File: src/hdl/esu_pkg.sv
// Shared types, character codes and a hex digit helper function for the string unescaper.
package esu_pkg;

  typedef enum logic [1:0] {
    PH_TEXT = 2'd0,
    PH_ESC  = 2'd1,
    PH_HEX  = 2'd2,
    PH_DROP = 2'd3
  } phase_t;

  typedef enum logic [2:0] {
    ST_OK      = 3'd0,
    ST_CUT_ESC = 3'd1,
    ST_BAD_HEX = 3'd2,
    ST_CUT_UNI = 3'd3,
    ST_BAD_CP  = 3'd4,
    ST_UNKNOWN = 3'd5
  } status_t;

  localparam logic [7:0] CH_BSLASH = 8'h5C;
  localparam logic [7:0] CH_DQUOTE = 8'h22;
  localparam logic [7:0] CH_GT     = 8'h3E;
  localparam logic [7:0] CH_LC_N   = 8'h6E;
  localparam logic [7:0] CH_LC_R   = 8'h72;
  localparam logic [7:0] CH_LC_T   = 8'h74;
  localparam logic [7:0] CH_LC_U   = 8'h75;
  localparam logic [7:0] CH_UC_U   = 8'h55;
  localparam logic [7:0] CH_PCT    = 8'h25;
  localparam logic [7:0] CH_3      = 8'h33;
  localparam logic [7:0] CH_UC_E   = 8'h45;
  localparam logic [7:0] CH_LF     = 8'h0A;
  localparam logic [7:0] CH_CR     = 8'h0D;
  localparam logic [7:0] CH_TAB    = 8'h09;

  localparam logic [3:0] SHORT_DIGITS = 4'd4;
  localparam logic [3:0] LONG_DIGITS  = 4'd8;

  localparam logic [31:0] CP_MAX       = 32'h0010_FFFF;
  localparam logic [31:0] SURR_LO      = 32'h0000_D800;
  localparam logic [31:0] SURR_HI      = 32'h0000_DFFF;

  // Bit 4 set means the character is a hex digit; bits 3:0 hold its value.
  function automatic logic [4:0] hex_digit(input logic [7:0] c);
    logic [4:0] r;
    r = 5'd0;
    if (c inside {[8'h30:8'h39]}) begin
      r = {1'b1, c[3:0]};
    end else if (c inside {[8'h41:8'h46], [8'h61:8'h66]}) begin
      r = {1'b1, c[3:0] + 4'd9};
    end
    return r;
  endfunction

endpackage

File: src/hdl/escaped_string_unescaper_top.sv
// Top level of the escaped string unescaper: decode logic and result buffer.
//
// Usage
//   Input channel (in_valid/in_ready): one raw byte of an escaped string per
//   transfer, with in_last on the final byte and in_mode selecting literal (0)
//   or IRI (1) rules. Result channel (out_valid/out_ready): one decoded byte
//   or one status item per transfer; out_run_last marks the last result of an
//   input byte and out_string_end the last result of a string.
//   Each accepted byte is decoded in the cycle it is taken and its zero to
//   four results are loaded into a four-entry result buffer, so the first
//   result appears in the cycle after the input transfer.
//   Throughput: one input per cycle while each input gives at most one result
//   and the receiver is ready. An input giving several results (UTF-8 from \u
//   or \U, or %3E from \> in IRI mode) holds the buffer until all have left;
//   the buffer drain sets the rate. A new input is taken in the same cycle the
//   final buffered result leaves. When the receiver stalls, the buffer holds
//   its results and in_ready drops while it holds any result.
//   Reset (rst_n low, synchronous) empties the buffer and returns the parser
//   to normal text with a cleared code point accumulator.
module escaped_string_unescaper_top
  import esu_pkg::*;
(
  input  logic       clk,
  input  logic       rst_n,
  input  logic       in_valid,
  output logic       in_ready,
  input  logic [7:0] in_byte,
  input  logic       in_last,
  input  logic       in_mode,
  output logic       out_valid,
  input  logic       out_ready,
  output logic [7:0] out_byte,
  output logic       out_has_byte,
  output logic       out_run_last,
  output logic       out_string_end,
  output logic [2:0] out_status
);

  // Parser state
  phase_t      phase_r, phase_nxt;
  logic        eight_r, eight_nxt;
  logic [3:0]  dig_r, dig_nxt;
  logic [31:0] acc_r, acc_nxt;

  // Result buffer
  logic [7:0]  ob_byte_r [4];
  logic [7:0]  ob_byte_nxt [4];
  logic [2:0]  ob_rem_r;
  logic [1:0]  ob_idx_r;
  logic        ob_fin_r;
  logic        ob_has_r;
  status_t     ob_stat_r;

  // Decode outputs
  logic [2:0]  dec_cnt;
  logic        dec_fail;
  status_t     dec_err;
  logic [4:0]  hv;
  logic [3:0]  need;
  logic [3:0]  dig_inc;
  logic [31:0] acc_sh;
  logic        cp_bad;

  logic        in_xfer;
  logic        out_xfer;

  assign out_valid = (ob_rem_r != 3'd0);
  assign out_xfer  = out_valid && out_ready;
  // Take a new byte when the buffer is empty or its final result leaves now.
  assign in_ready  = (ob_rem_r == 3'd0) || ((ob_rem_r == 3'd1) && out_ready);
  assign in_xfer   = in_valid && in_ready;

  assign out_has_byte   = ob_has_r;
  assign out_byte       = ob_has_r ? ob_byte_r[ob_idx_r] : 8'd0;
  assign out_run_last   = (ob_rem_r == 3'd1);
  assign out_string_end = out_run_last && ob_fin_r;
  assign out_status     = ob_stat_r;

  assign hv      = hex_digit(in_byte);
  assign need    = eight_r ? LONG_DIGITS : SHORT_DIGITS;
  assign dig_inc = dig_r + 4'd1;
  assign acc_sh  = {acc_r[27:0], hv[3:0]};
  assign cp_bad  = (acc_sh > CP_MAX) || ((acc_sh >= SURR_LO) && (acc_sh <= SURR_HI));

  // Decode one input byte against the current parser state.
  always_comb begin
    phase_nxt = phase_r;
    eight_nxt = eight_r;
    dig_nxt   = dig_r;
    acc_nxt   = acc_r;
    dec_cnt   = 3'd0;
    dec_fail  = 1'b0;
    dec_err   = ST_OK;
    for (int k = 0; k < 4; k++) begin
      ob_byte_nxt[k] = 8'd0;
    end
    case (phase_r)
      PH_TEXT: begin
        if (in_byte == CH_BSLASH) begin
          if (in_last) begin
            dec_fail = 1'b1;
            dec_err  = ST_CUT_ESC;
          end else begin
            phase_nxt = PH_ESC;
          end
        end else begin
          ob_byte_nxt[0] = in_byte;
          dec_cnt        = 3'd1;
        end
      end
      PH_ESC: begin
        phase_nxt = PH_TEXT;
        if (in_byte == CH_BSLASH || (!in_mode && in_byte == CH_DQUOTE)) begin
          ob_byte_nxt[0] = in_byte;
          dec_cnt        = 3'd1;
        end else if (in_mode && in_byte == CH_GT) begin
          ob_byte_nxt[0] = CH_PCT;
          ob_byte_nxt[1] = CH_3;
          ob_byte_nxt[2] = CH_UC_E;
          dec_cnt        = 3'd3;
        end else if (in_byte == CH_LC_N) begin
          ob_byte_nxt[0] = CH_LF;
          dec_cnt        = 3'd1;
        end else if (in_byte == CH_LC_R) begin
          ob_byte_nxt[0] = CH_CR;
          dec_cnt        = 3'd1;
        end else if (in_byte == CH_LC_T) begin
          ob_byte_nxt[0] = CH_TAB;
          dec_cnt        = 3'd1;
        end else if (in_byte == CH_LC_U || in_byte == CH_UC_U) begin
          eight_nxt = (in_byte == CH_UC_U);
          dig_nxt   = 4'd0;
          acc_nxt   = 32'd0;
          if (in_last) begin
            dec_fail = 1'b1;
            dec_err  = ST_CUT_UNI;
          end else begin
            phase_nxt = PH_HEX;
          end
        end else begin
          dec_fail = 1'b1;
          dec_err  = ST_UNKNOWN;
        end
      end
      PH_HEX: begin
        if (!hv[4]) begin
          dec_fail = 1'b1;
          dec_err  = ST_BAD_HEX;
        end else begin
          acc_nxt = acc_sh;
          dig_nxt = dig_inc;
          if (dig_inc >= need) begin
            phase_nxt = PH_TEXT;
            if (cp_bad) begin
              dec_fail = 1'b1;
              dec_err  = ST_BAD_CP;
            end else if (acc_sh < 32'h80) begin
              ob_byte_nxt[0] = acc_sh[7:0];
              dec_cnt        = 3'd1;
            end else if (acc_sh < 32'h800) begin
              ob_byte_nxt[0] = {3'b110, acc_sh[10:6]};
              ob_byte_nxt[1] = {2'b10, acc_sh[5:0]};
              dec_cnt        = 3'd2;
            end else if (acc_sh < 32'h10000) begin
              ob_byte_nxt[0] = {4'b1110, acc_sh[15:12]};
              ob_byte_nxt[1] = {2'b10, acc_sh[11:6]};
              ob_byte_nxt[2] = {2'b10, acc_sh[5:0]};
              dec_cnt        = 3'd3;
            end else begin
              ob_byte_nxt[0] = {5'b11110, acc_sh[20:18]};
              ob_byte_nxt[1] = {2'b10, acc_sh[17:12]};
              ob_byte_nxt[2] = {2'b10, acc_sh[11:6]};
              ob_byte_nxt[3] = {2'b10, acc_sh[5:0]};
              dec_cnt        = 3'd4;
            end
          end else if (in_last) begin
            dec_fail = 1'b1;
            dec_err  = ST_CUT_UNI;
          end
        end
      end
      default: begin
        // Drop bytes until the string ends.
      end
    endcase
    if (dec_fail) begin
      phase_nxt = PH_DROP;
      dec_cnt   = 3'd1;
    end
    // The final byte of a string always returns the parser to its start.
    if (in_last) begin
      phase_nxt = PH_TEXT;
      eight_nxt = 1'b0;
      dig_nxt   = 4'd0;
      acc_nxt   = 32'd0;
    end
  end

  // Parser state advances only on an input transfer.
  always_ff @(posedge clk) begin
    if (!rst_n) begin
      phase_r <= PH_TEXT;
      eight_r <= 1'b0;
      dig_r   <= 4'd0;
      acc_r   <= 32'd0;
    end else if (in_xfer) begin
      phase_r <= phase_nxt;
      eight_r <= eight_nxt;
      dig_r   <= dig_nxt;
      acc_r   <= acc_nxt;
    end
  end

  // Result buffer control: load on input transfer, advance on output transfer.
  always_ff @(posedge clk) begin
    if (!rst_n) begin
      ob_rem_r <= 3'd0;
      ob_idx_r <= 2'd0;
    end else if (in_xfer) begin
      ob_rem_r <= dec_cnt;
      ob_idx_r <= 2'd0;
    end else if (out_xfer) begin
      ob_rem_r <= ob_rem_r - 3'd1;
      ob_idx_r <= ob_idx_r + 2'd1;
    end
  end

  // Result buffer payload: hold until the next input transfer.
  always_ff @(posedge clk) begin
    if (in_xfer) begin
      for (int k = 0; k < 4; k++) begin
        ob_byte_r[k] <= ob_byte_nxt[k];
      end
      ob_fin_r  <= in_last || dec_fail;
      ob_has_r  <= !dec_fail;
      ob_stat_r <= dec_err;
    end
  end

`ifndef SYNTH
  // A status item is always the single, string-ending result of its input.
  a_status_alone: assert property (@(posedge clk) disable iff (!rst_n)
    (out_valid && !out_has_byte) |-> (out_run_last && out_string_end))
    else $error("status item not marked as run and string end");

  // Data bytes never carry an error code.
  a_data_ok: assert property (@(posedge clk) disable iff (!rst_n)
    (out_valid && out_has_byte) |-> (out_status == ST_OK))
    else $error("data byte with nonzero status");

  // The final byte of a string leaves the parser in normal text.
  a_end_clears: assert property (@(posedge clk) disable iff (!rst_n)
    (in_valid && in_ready && in_last) |=> (phase_r == PH_TEXT && acc_r == 32'd0))
    else $error("parser state not cleared after end of string");

  // The buffer never holds more than four results.
  a_buf_bound: assert property (@(posedge clk) disable iff (!rst_n)
    (ob_rem_r <= 3'd4))
    else $error("result buffer count out of range");
`endif

endmodule

File: config.mk
export PLATFORM = sky130hd
export DESIGN_NAME = escaped_string_unescaper_top
export DESIGN_NICKNAME = d
export VERILOG_FILES = /design/src/hdl/esu_pkg.sv /design/src/hdl/escaped_string_unescaper_top.sv
export SDC_FILE = /design/constraint.sdc
export NUM_CORES = 1
export LEC_CHECK = 0
export BUFFER_PORTS_ARGS = -buffer_cell sky130_fd_sc_hd__clkbuf_2
export CAP_MARGIN = 20
export CELL_PAD_IN_SITES_DETAIL_PLACEMENT = 1
export CELL_PAD_IN_SITES_GLOBAL_PLACEMENT = 1
export CORE_ASPECT_RATIO = 0.8
export CORE_UTILIZATION = 48
export CTS_CLUSTER_SIZE = 40
export DETAILED_ROUTE_END_ITERATION = 12
export PLACE_DENSITY_LB_ADDON = 0.1
export SLEW_MARGIN = 20
export SYNTH_ARGS = -nofsm -noshare
export SYNTH_HDL_FRONTEND = slang
export SYNTH_SLANG_ARGS = --single-unit
File: constraint.sdc
create_clock -name clk -period 2.75 [get_ports clk]
set_input_delay 0.275 -clock clk [delete_from_list [all_inputs] [get_ports clk]]
set_output_delay 0.275 -clock clk [all_outputs]
set_load 0.005 [all_outputs]
==> key figures, run 1 <==
Synthesis
  – Syn nets: 509
  – Syn avg cell area: 9.520 µm²
  – Mapped Cells: 480
  – Syn Std Cell Area: 4569 µm²
  – Number of flops mapped to enable cells by yosys: 35
  – Async SR Flop Fraction: 0%
  – Distinct cell type count after synthesis: 73
  – Sequential share of the synthesized area: 41.40%
  – Yosys warns: 0
  – Top_reg_cell synth: dfxtp_1
  – Synthesis-stage register bit count: 77

GRT
  – Overall routing resource usage: 26.88%
  – GRT busiest layer: met2
  – Met1 Resource Use GR: 36.77%
  – GR met3 Demand/Resource: 5.085%
  – First-pass GRT wire length: 20.32 mm
  – GR Overflow Total: 0
  – Vias in the first global route: 3756
  – Initial antenna violation count: 0
  – Largest net degree at the start of global routing: 34
  – Routing usage on met2: 44.65%

Setup path
  – R2R cell count: 10
  – Top delay family on crit path: compound AO/OA/AOI/OAI gates
  – R2r endpoint: out_has_byte$_DFFE_PP_
  – Top cell by count, worst path: ha_1
  – CP max-delay cell: dfxtp_1
  – Crit-path cells: ha_1, xnor2_2, ha_1, a21bo_2, a21o_1, nor4b_1, buf_4, a2bb2oi_2, a21boi_2, or2_2
  – WP depth: 10
  – Worst Setup EP: out_has_byte$_DFFE_PP_
  – Worst Path Arrival: 2700 ps
  – Critical Path Start Type: flop
  – Crit path buffers/inverters: 1
  – Worst r2r src: dig_r[1]$_SDFFE_PN0P_
  – CP Capture Type: flop
  – Required @ worst endpoint: 2830 ps
  – Worst setup path startpoint: dig_r[1]$_SDFFE_PN0P_
  – R2R Setup Slk: 120 ps
  – Crit-path max cell delay: 340 ps
  – CP Class: flop to flop
  – Crit Path Max Fanout: 4

STA
  – Tcrit/Tclk final: 95.56%
  – Max Slew Vio Count: 0
  – F_max: 380.5 MHz
  – Final setup viols: 0
  – Least-Margin Pin Slew: 711.5 ps
  – RSZ-0062 raised after global routing: false
  – Final hold violations: 0
  – Clock Skew: 7.615 ps
  – Headroom to the max-slew limit: 52.56%
  – Crit path time final: 2628 ps
  – Final setup TNS: 0 ps

Detailed routing
  – Total length of routed wires: 12.75 mm
  – Antenna Nets Post-Route: 0
  – DR WL/cell: 19.95 µm
  – Drt first pass iters: 8
  – Avg Vias per Cell: 6.020
  – DR vias: 3847
  – Remaining DRCs: 4
  – First DRT Iteration DRCs: 260

Power and ir drop
  – P_int: 2.354 mW
  – Clk pwr share: 37.1%
  – Sw power: 853.8 µW
  – VDD IR max: 0.2617 mV
  – Leakage: 2.137 nW
  – Comb pwr share: 18.7%
  – Pwr dens: 610.0 nW/µm²
  – Reg power frac: 44.2%
  – Sw frac: 26.62%

Layout
  – Storage cell area: 1892 µm²
  – P&R area growth vs syn: 15.09%
  – Finished Core Util: 57.45%
  – Final net count: 548
  – Layout cell share with drive strength beyond 1: 19.66%
  – Filler Cell Count: 1040
  – Diode count: 0
  – Multi-input combinational cell area: 2526 µm²

Clock network
  – Clock-pin slew on the worst setup and hold paths: 60 ps
  – TritonCTS Buffers: 9
  – Hold-fix buffers, CTS: 0
  – Clock latency on the worst-skew pair: 330 ps
  – CTS tree: done
  – Clock buffer depth: 2
  – CTS root buf: clkbuf_16
  – H-tree depth: 3
  – CTS Sinks: 77

Placed design
  – Detailed placer's ending HPWL: 9.300 mm
  – Port Buffer Count: 29
  – GP Congestion: 0.8845

Outcome
  – Failing checks: design-rule violations
  – Status: finished with violations

Floorplan
  – Die ar.: 9916 µm²
  – I/O pins: 30
  – Die X: 111.1 µm
  – Initial core utilization: 49.92%
  – Die height: 89.27 µm
  – Row Count: 31
  – Core area: 9154 µm²

Worst hold path
  – HP Class: input pin to flop
  – Hold path cells: 4

Flow run
  – Max-cap violations: 0
-- synth_stat cells, types with 4 or more instances --
library cell	number	area share, %
mux4_2	7	3.5
nor2_1	27	2.2
nand3_1	9	0.99
edfxtp_1	35	23
nand2_1	88	7.2
buf_6	4	0.99
ha_1	15	4.1
inv_1	15	1.2
dfxtp_1	42	18
a22oi_1	8	1.3
and3_1	6	0.82
mux2i_1	33	7.2
nor2b_1	5	0.68
o21ai_0	16	1.8
a21oi_1	22	2.4
nor4_1	6	0.82
nor3_1	8	0.88
or3_1	4	0.55
nor3b_1	5	0.82
a31oi_1	5	0.68
nand2b_1	10	1.4
clkbuf_1	20	1.6
and2_1	13	1.8
-- state kept, by name, summed over array words and instances (netlist names), named ones only --
register / flops
eight_r: 1
dig_r: 4
ob_byte_r: 30
acc_r: 28
ob_rem_r: 3
out_has_byte: 1
out_status: 3
phase_r: 2
ob_fin_r: 1
ob_idx_r: 2
-- how the worst min path moves through the flow --
stage,slack [ps],startpoint,to
floorplan,440,acc_r[26]$_SDFFE_PN0P_,acc_r[26]$_SDFFE_PN0P_
detailed placement,460,acc_r[26]$_SDFFE_PN0P_,acc_r[26]$_SDFFE_PN0P_
global route,330,rst_n,ob_rem_r[0]$_SDFFE_PN0P_
finish,310,out_ready,ob_idx_r[0]$_SDFFE_PP0P_
CTS,310,rst_n,ob_rem_r[0]$_SDFFE_PN0P_
global placement,450,acc_r[27]$_SDFFE_PN0P_,acc_r[27]$_SDFFE_PN0P_
-- logic make-up after synthesis --
family	share of synthesized area (%)
DFF	41.40
AOI/OAI and AO/OA	14.62
xor gates and xnor gates	0.7668
adders and majority gates	4.107
muxes	11.17
and+or+nand+nor	23.85
buffers and inverters	4.080
-- tightest hold or removal path, cell delays in order --
cell,delay [ps]
clkbuf_2,110
nand2_1,70
xor2_1,80
nor2_1,80
-- routing by layer --
layer | vias up | wire length [µm] | part of all wire, %
met5 | - | 0 | 0
met4 | 0 | 139 | 1.1
met3 | 11 | 621 | 4.9
met2 | 93 | 6008 | 47
met1 | 1918 | 5979 | 47
li1 | 1825 | - | -
-- cells in the final DEF (no fill, tap or decap), types with 7 or more instances in the layout --
cell type / count
clkbuf_2: 29
edfxtp_1: 35
a21oi_1: 22
nand2_1: 88
nor3_1: 7
nor2_1: 27
and2_1: 13
ha_1: 15
o21ai_0: 16
nand2b_1: 10
buf_4: 24
inv_1: 15
dfxtp_1: 42
a22oi_1: 8
nand3_1: 9
mux4_2: 7
clkbuf_16: 9
mux2i_1: 33
-- repair_timing --
action / 4_1_cts / 5_1_grt
resized for setup: 0 / 6
hold endpoints to repair: 0 / 0
setup buffers: 0 / 0
setup endpoints to repair: 0 / 10
-- final cells by class --
cell class	instances	area share, %
multi-input cells	362	48.04
flip-flops and latches	77	35.97
repair buffers	54	6.567
clock buffers	12	4.687
well taps	115	2.736
inverters	15	1.071
clock inverters	4	0.9279
-- stage by stage --
stage               instance area (µm²)  worst slack [ps]  std cells  hold slack [ps]  power, mW
floorplan                          4569             370.8        480            437.7      1.833
global placement                   4928             130.3        623            447.8      2.017
detailed placement                 4928             13.41        623            460.6      2.047
CTS                                5224             58.41        639            311.1      3.222
global route                       5259             32.26        639            326.7      3.348
finish                             5259             122.1        639            309.8      3.208
-- power groups by stage --
stage,clock (mW),combinational [mW],sequential [mW]
2_1_floorplan,0,0.426,1.41
3_3_place_gp,0,0.586,1.43
3_5_place_dp,0,0.602,1.44
4_1_cts,1.20,0.605,1.42
5_1_grt,1.25,0.663,1.43
6_report,1.19,0.600,1.42
(Power assumes the default switching activity.)
==> run 2: changes to the inputs <==
Settings changed: CORE_UTILIZATION 48 to 51.
Clock period 2.75 ns to 3.1 ns, I/O delays scaled along.
==> run 2 against run 1 <==
The run now ends clean. Clock power fell by 32%. Clock skew grew 2.8 ps. Largest cell class unchanged. Sequential cell count did not move. First-iteration DRC count fell by 16%. Combinational power shrank 9.7%. Sequential power is 12% lower. Final cell count shrank 2.8%. Critical path depth is 1 lower.
==> key figures, run 2 (same netlist as run 1, synthesis figures left out) <==
Clock network
  – CTS root buf: clkbuf_8
  – CTS tree: done
  – Hold-fix buffers, CTS: 0
  – TritonCTS Buffers: 9
  – CTS resizes: 0
  – Clock latency on the worst-skew pair: 370 ps
  – # Post-CTS Setup Buffers: 0
  – Clock-pin slew on the worst setup and hold paths: 90 ps
  – Clock buffer depth: 2
  – CTS Sinks: 77
  – H-tree depth: 3

Worst hold path
  – HP Start: out_ready
  – HP Class: input pin to flop

Setup path
  – CP Class: flop to flop
  – Top cell by count, worst path: ha_1
  – Crit-path max cell delay: 430 ps
  – Crit Path Max Fanout: 6
  – Worst Path Arrival: 3080 ps
  – Top delay family on crit path: compound AO/OA/AOI/OAI gates
  – Critical Path Start Type: flop
  – CP Capture Type: flop
  – Required @ worst endpoint: 3350 ps
  – Worst setup path startpoint: dig_r[0]$_SDFFE_PN0P_
  – Crit path buffers/inverters: 0
  – Crit-path cells: ha_1, xnor2_1, ha_1, a21bo_2, a21o_1, nor4b_1, a2bb2oi_1, a21boi_1, or2_2
  – CP max-delay cell: nor4b_1
  – Worst r2r src: dig_r[0]$_SDFFE_PN0P_

Detailed routing
  – Drt first pass iters: 4
  – Remaining DRCs: 0
  – Avg Vias per Cell: 6.190
  – First DRT Iteration DRCs: 218
  – DR WL/cell: 20.65 µm
  – DR vias: 3844
  – Total length of routed wires: 12.82 mm
  – Antenna Nets Post-Route: 0

Power and ir drop
  – Comb pwr share: 20.8%
  – Leakage: 1.996 nW
  – Clk pwr share: 31.2%
  – Pwr dens: 520.0 nW/µm²
  – VDD IR max: 0.4372 mV
  – Sw power: 784.0 µW
  – PnR Total Power: 2.606 mW
  – Sw frac: 30.08%
  – Reg power frac: 48.0%
  – P_int: 1.822 mW

STA
  – Least-Margin Pin Slew: 877.0 ps
  – Final setup viols: 0
  – Max Slew Vio Count: 0
  – Clock Skew: 10.43 ps
  – Crit path time final: 2831 ps
  – F_max: 353.3 MHz
  – RSZ-0062 raised after global routing: false
  – Tcrit/Tclk final: 91.31%
  – Final hold violations: 0
  – Final setup TNS: 0 ps
  – Headroom to the max-slew limit: 41.53%
  – WHS: 320.8 ps

Floorplan
  – Die height: 86.66 µm
  – Core area: 8596 µm²
  – Die X: 107.8 µm
  – Row Count: 30
  – Die ar.: 9344 µm²
  – I/O pins: 30
  – Initial core utilization: 53.16%

GRT
  – Initial antenna violation count: 1
  – Vias in the first global route: 3877
  – Largest net degree at the start of global routing: 41
  – First-pass GRT wire length: 20.64 mm
  – GR Overflow Total: 0
  – Overall routing resource usage: 29.36%

Layout
  – Commonest non-fill, non-tap cell in the layout: nand2_1
  – Final net count: 532
  – Multi-input combinational cell area: 2491 µm²
  – P&R area growth vs syn: 9.693%
  – Register bank with the most flops: ob_byte_r
  – Layout cell share with drive strength beyond 1: 16.54%
  – Filler Cell Count: 998
  – Largest regs: ob_byte_r (30), acc_r (28), dig_r (4)
  – Storage cell area: 1892 µm²
  – Commonest cells after routing, fill and taps aside: nand2_1 (88), dfxtp_1 (42), edfxtp_1 (35), mux2i_1 (33), clkbuf_2 (29)
  – Max reg flops: 30

Placed design
  – Port Buffer Count: 29
  – Detailed placer's ending HPWL: 9.265 mm
  – GP Congestion: 0.8791

Outcome
  – Status: finished, final reports clean

Flow run
  – Max-cap violations: 0
run 2: final timing paths:
check	end	slack [ps]	cells after the start
worst max-delay path	out_has_byte$_DFFE_PP_	270	9
worst min-delay path	flop	320	4
worst max register to register	out_has_byte$_DFFE_PP_	270	9
worst min register to register	acc_r[24]$_SDFFE_PN0P_	470	2
run 2: power groups by stage:
stage | clock network [mW] | registers (mW) | logic, mW
finish | 0.812 | 1.25 | 0.542
global route | 0.853 | 1.27 | 0.590
CTS | 0.817 | 1.26 | 0.546
detailed placement | 0 | 1.28 | 0.546
global placement | 0 | 1.27 | 0.515
floorplan | 0 | 1.25 | 0.378
run 2: layout make-up:
type	count	area share, %
antenna	1	0.04993
clock inverter	7	1.623
inverter	15	1.123
clock buffer	9	2.471
sequential	77	37.74
timing repair buffer	38	4.493
multi-input combinational	362	49.70
tap	112	2.796
run 2: metrics by stage:
stage / cells / utilization, % / worst slack, ps / area, µm²
after floorplan: 480 / - / 691.0 / 4569
after global placement: 604 / 55.90 / 301.7 / 4805
after detailed placement: 604 / 55.90 / 255.4 / 4805
after CTS: 620 / 58.28 / 299.5 / 5010
after global routing: 620 / 58.28 / 137.7 / 5010
final: 621 / 58.31 / 269.3 / 5012
run 2: metal layers:
layer  wire length [µm]  global-route usage, %  vias to the layer above  part of all wire, %
met5                  0                      0                        -                    0
met4                196                  9.714                        0                  1.5
met3                729                  6.165                       25                  5.7
met2               6116                  48.25                       97                   48
met1               5779                  38.66                     1928                   45
li1                   -                      -                     1794                    -
run 2: worst reg2reg max path: cells and delay by family (launching register included):
family,cells,cell delay [ps]
adder cells (fa/ha/maj),2,510
AND/OR/NAND/NOR,2,600
XOR/XNOR,1,150
flip-flops,1,360
AO/OA/AOI/OAI,4,1110
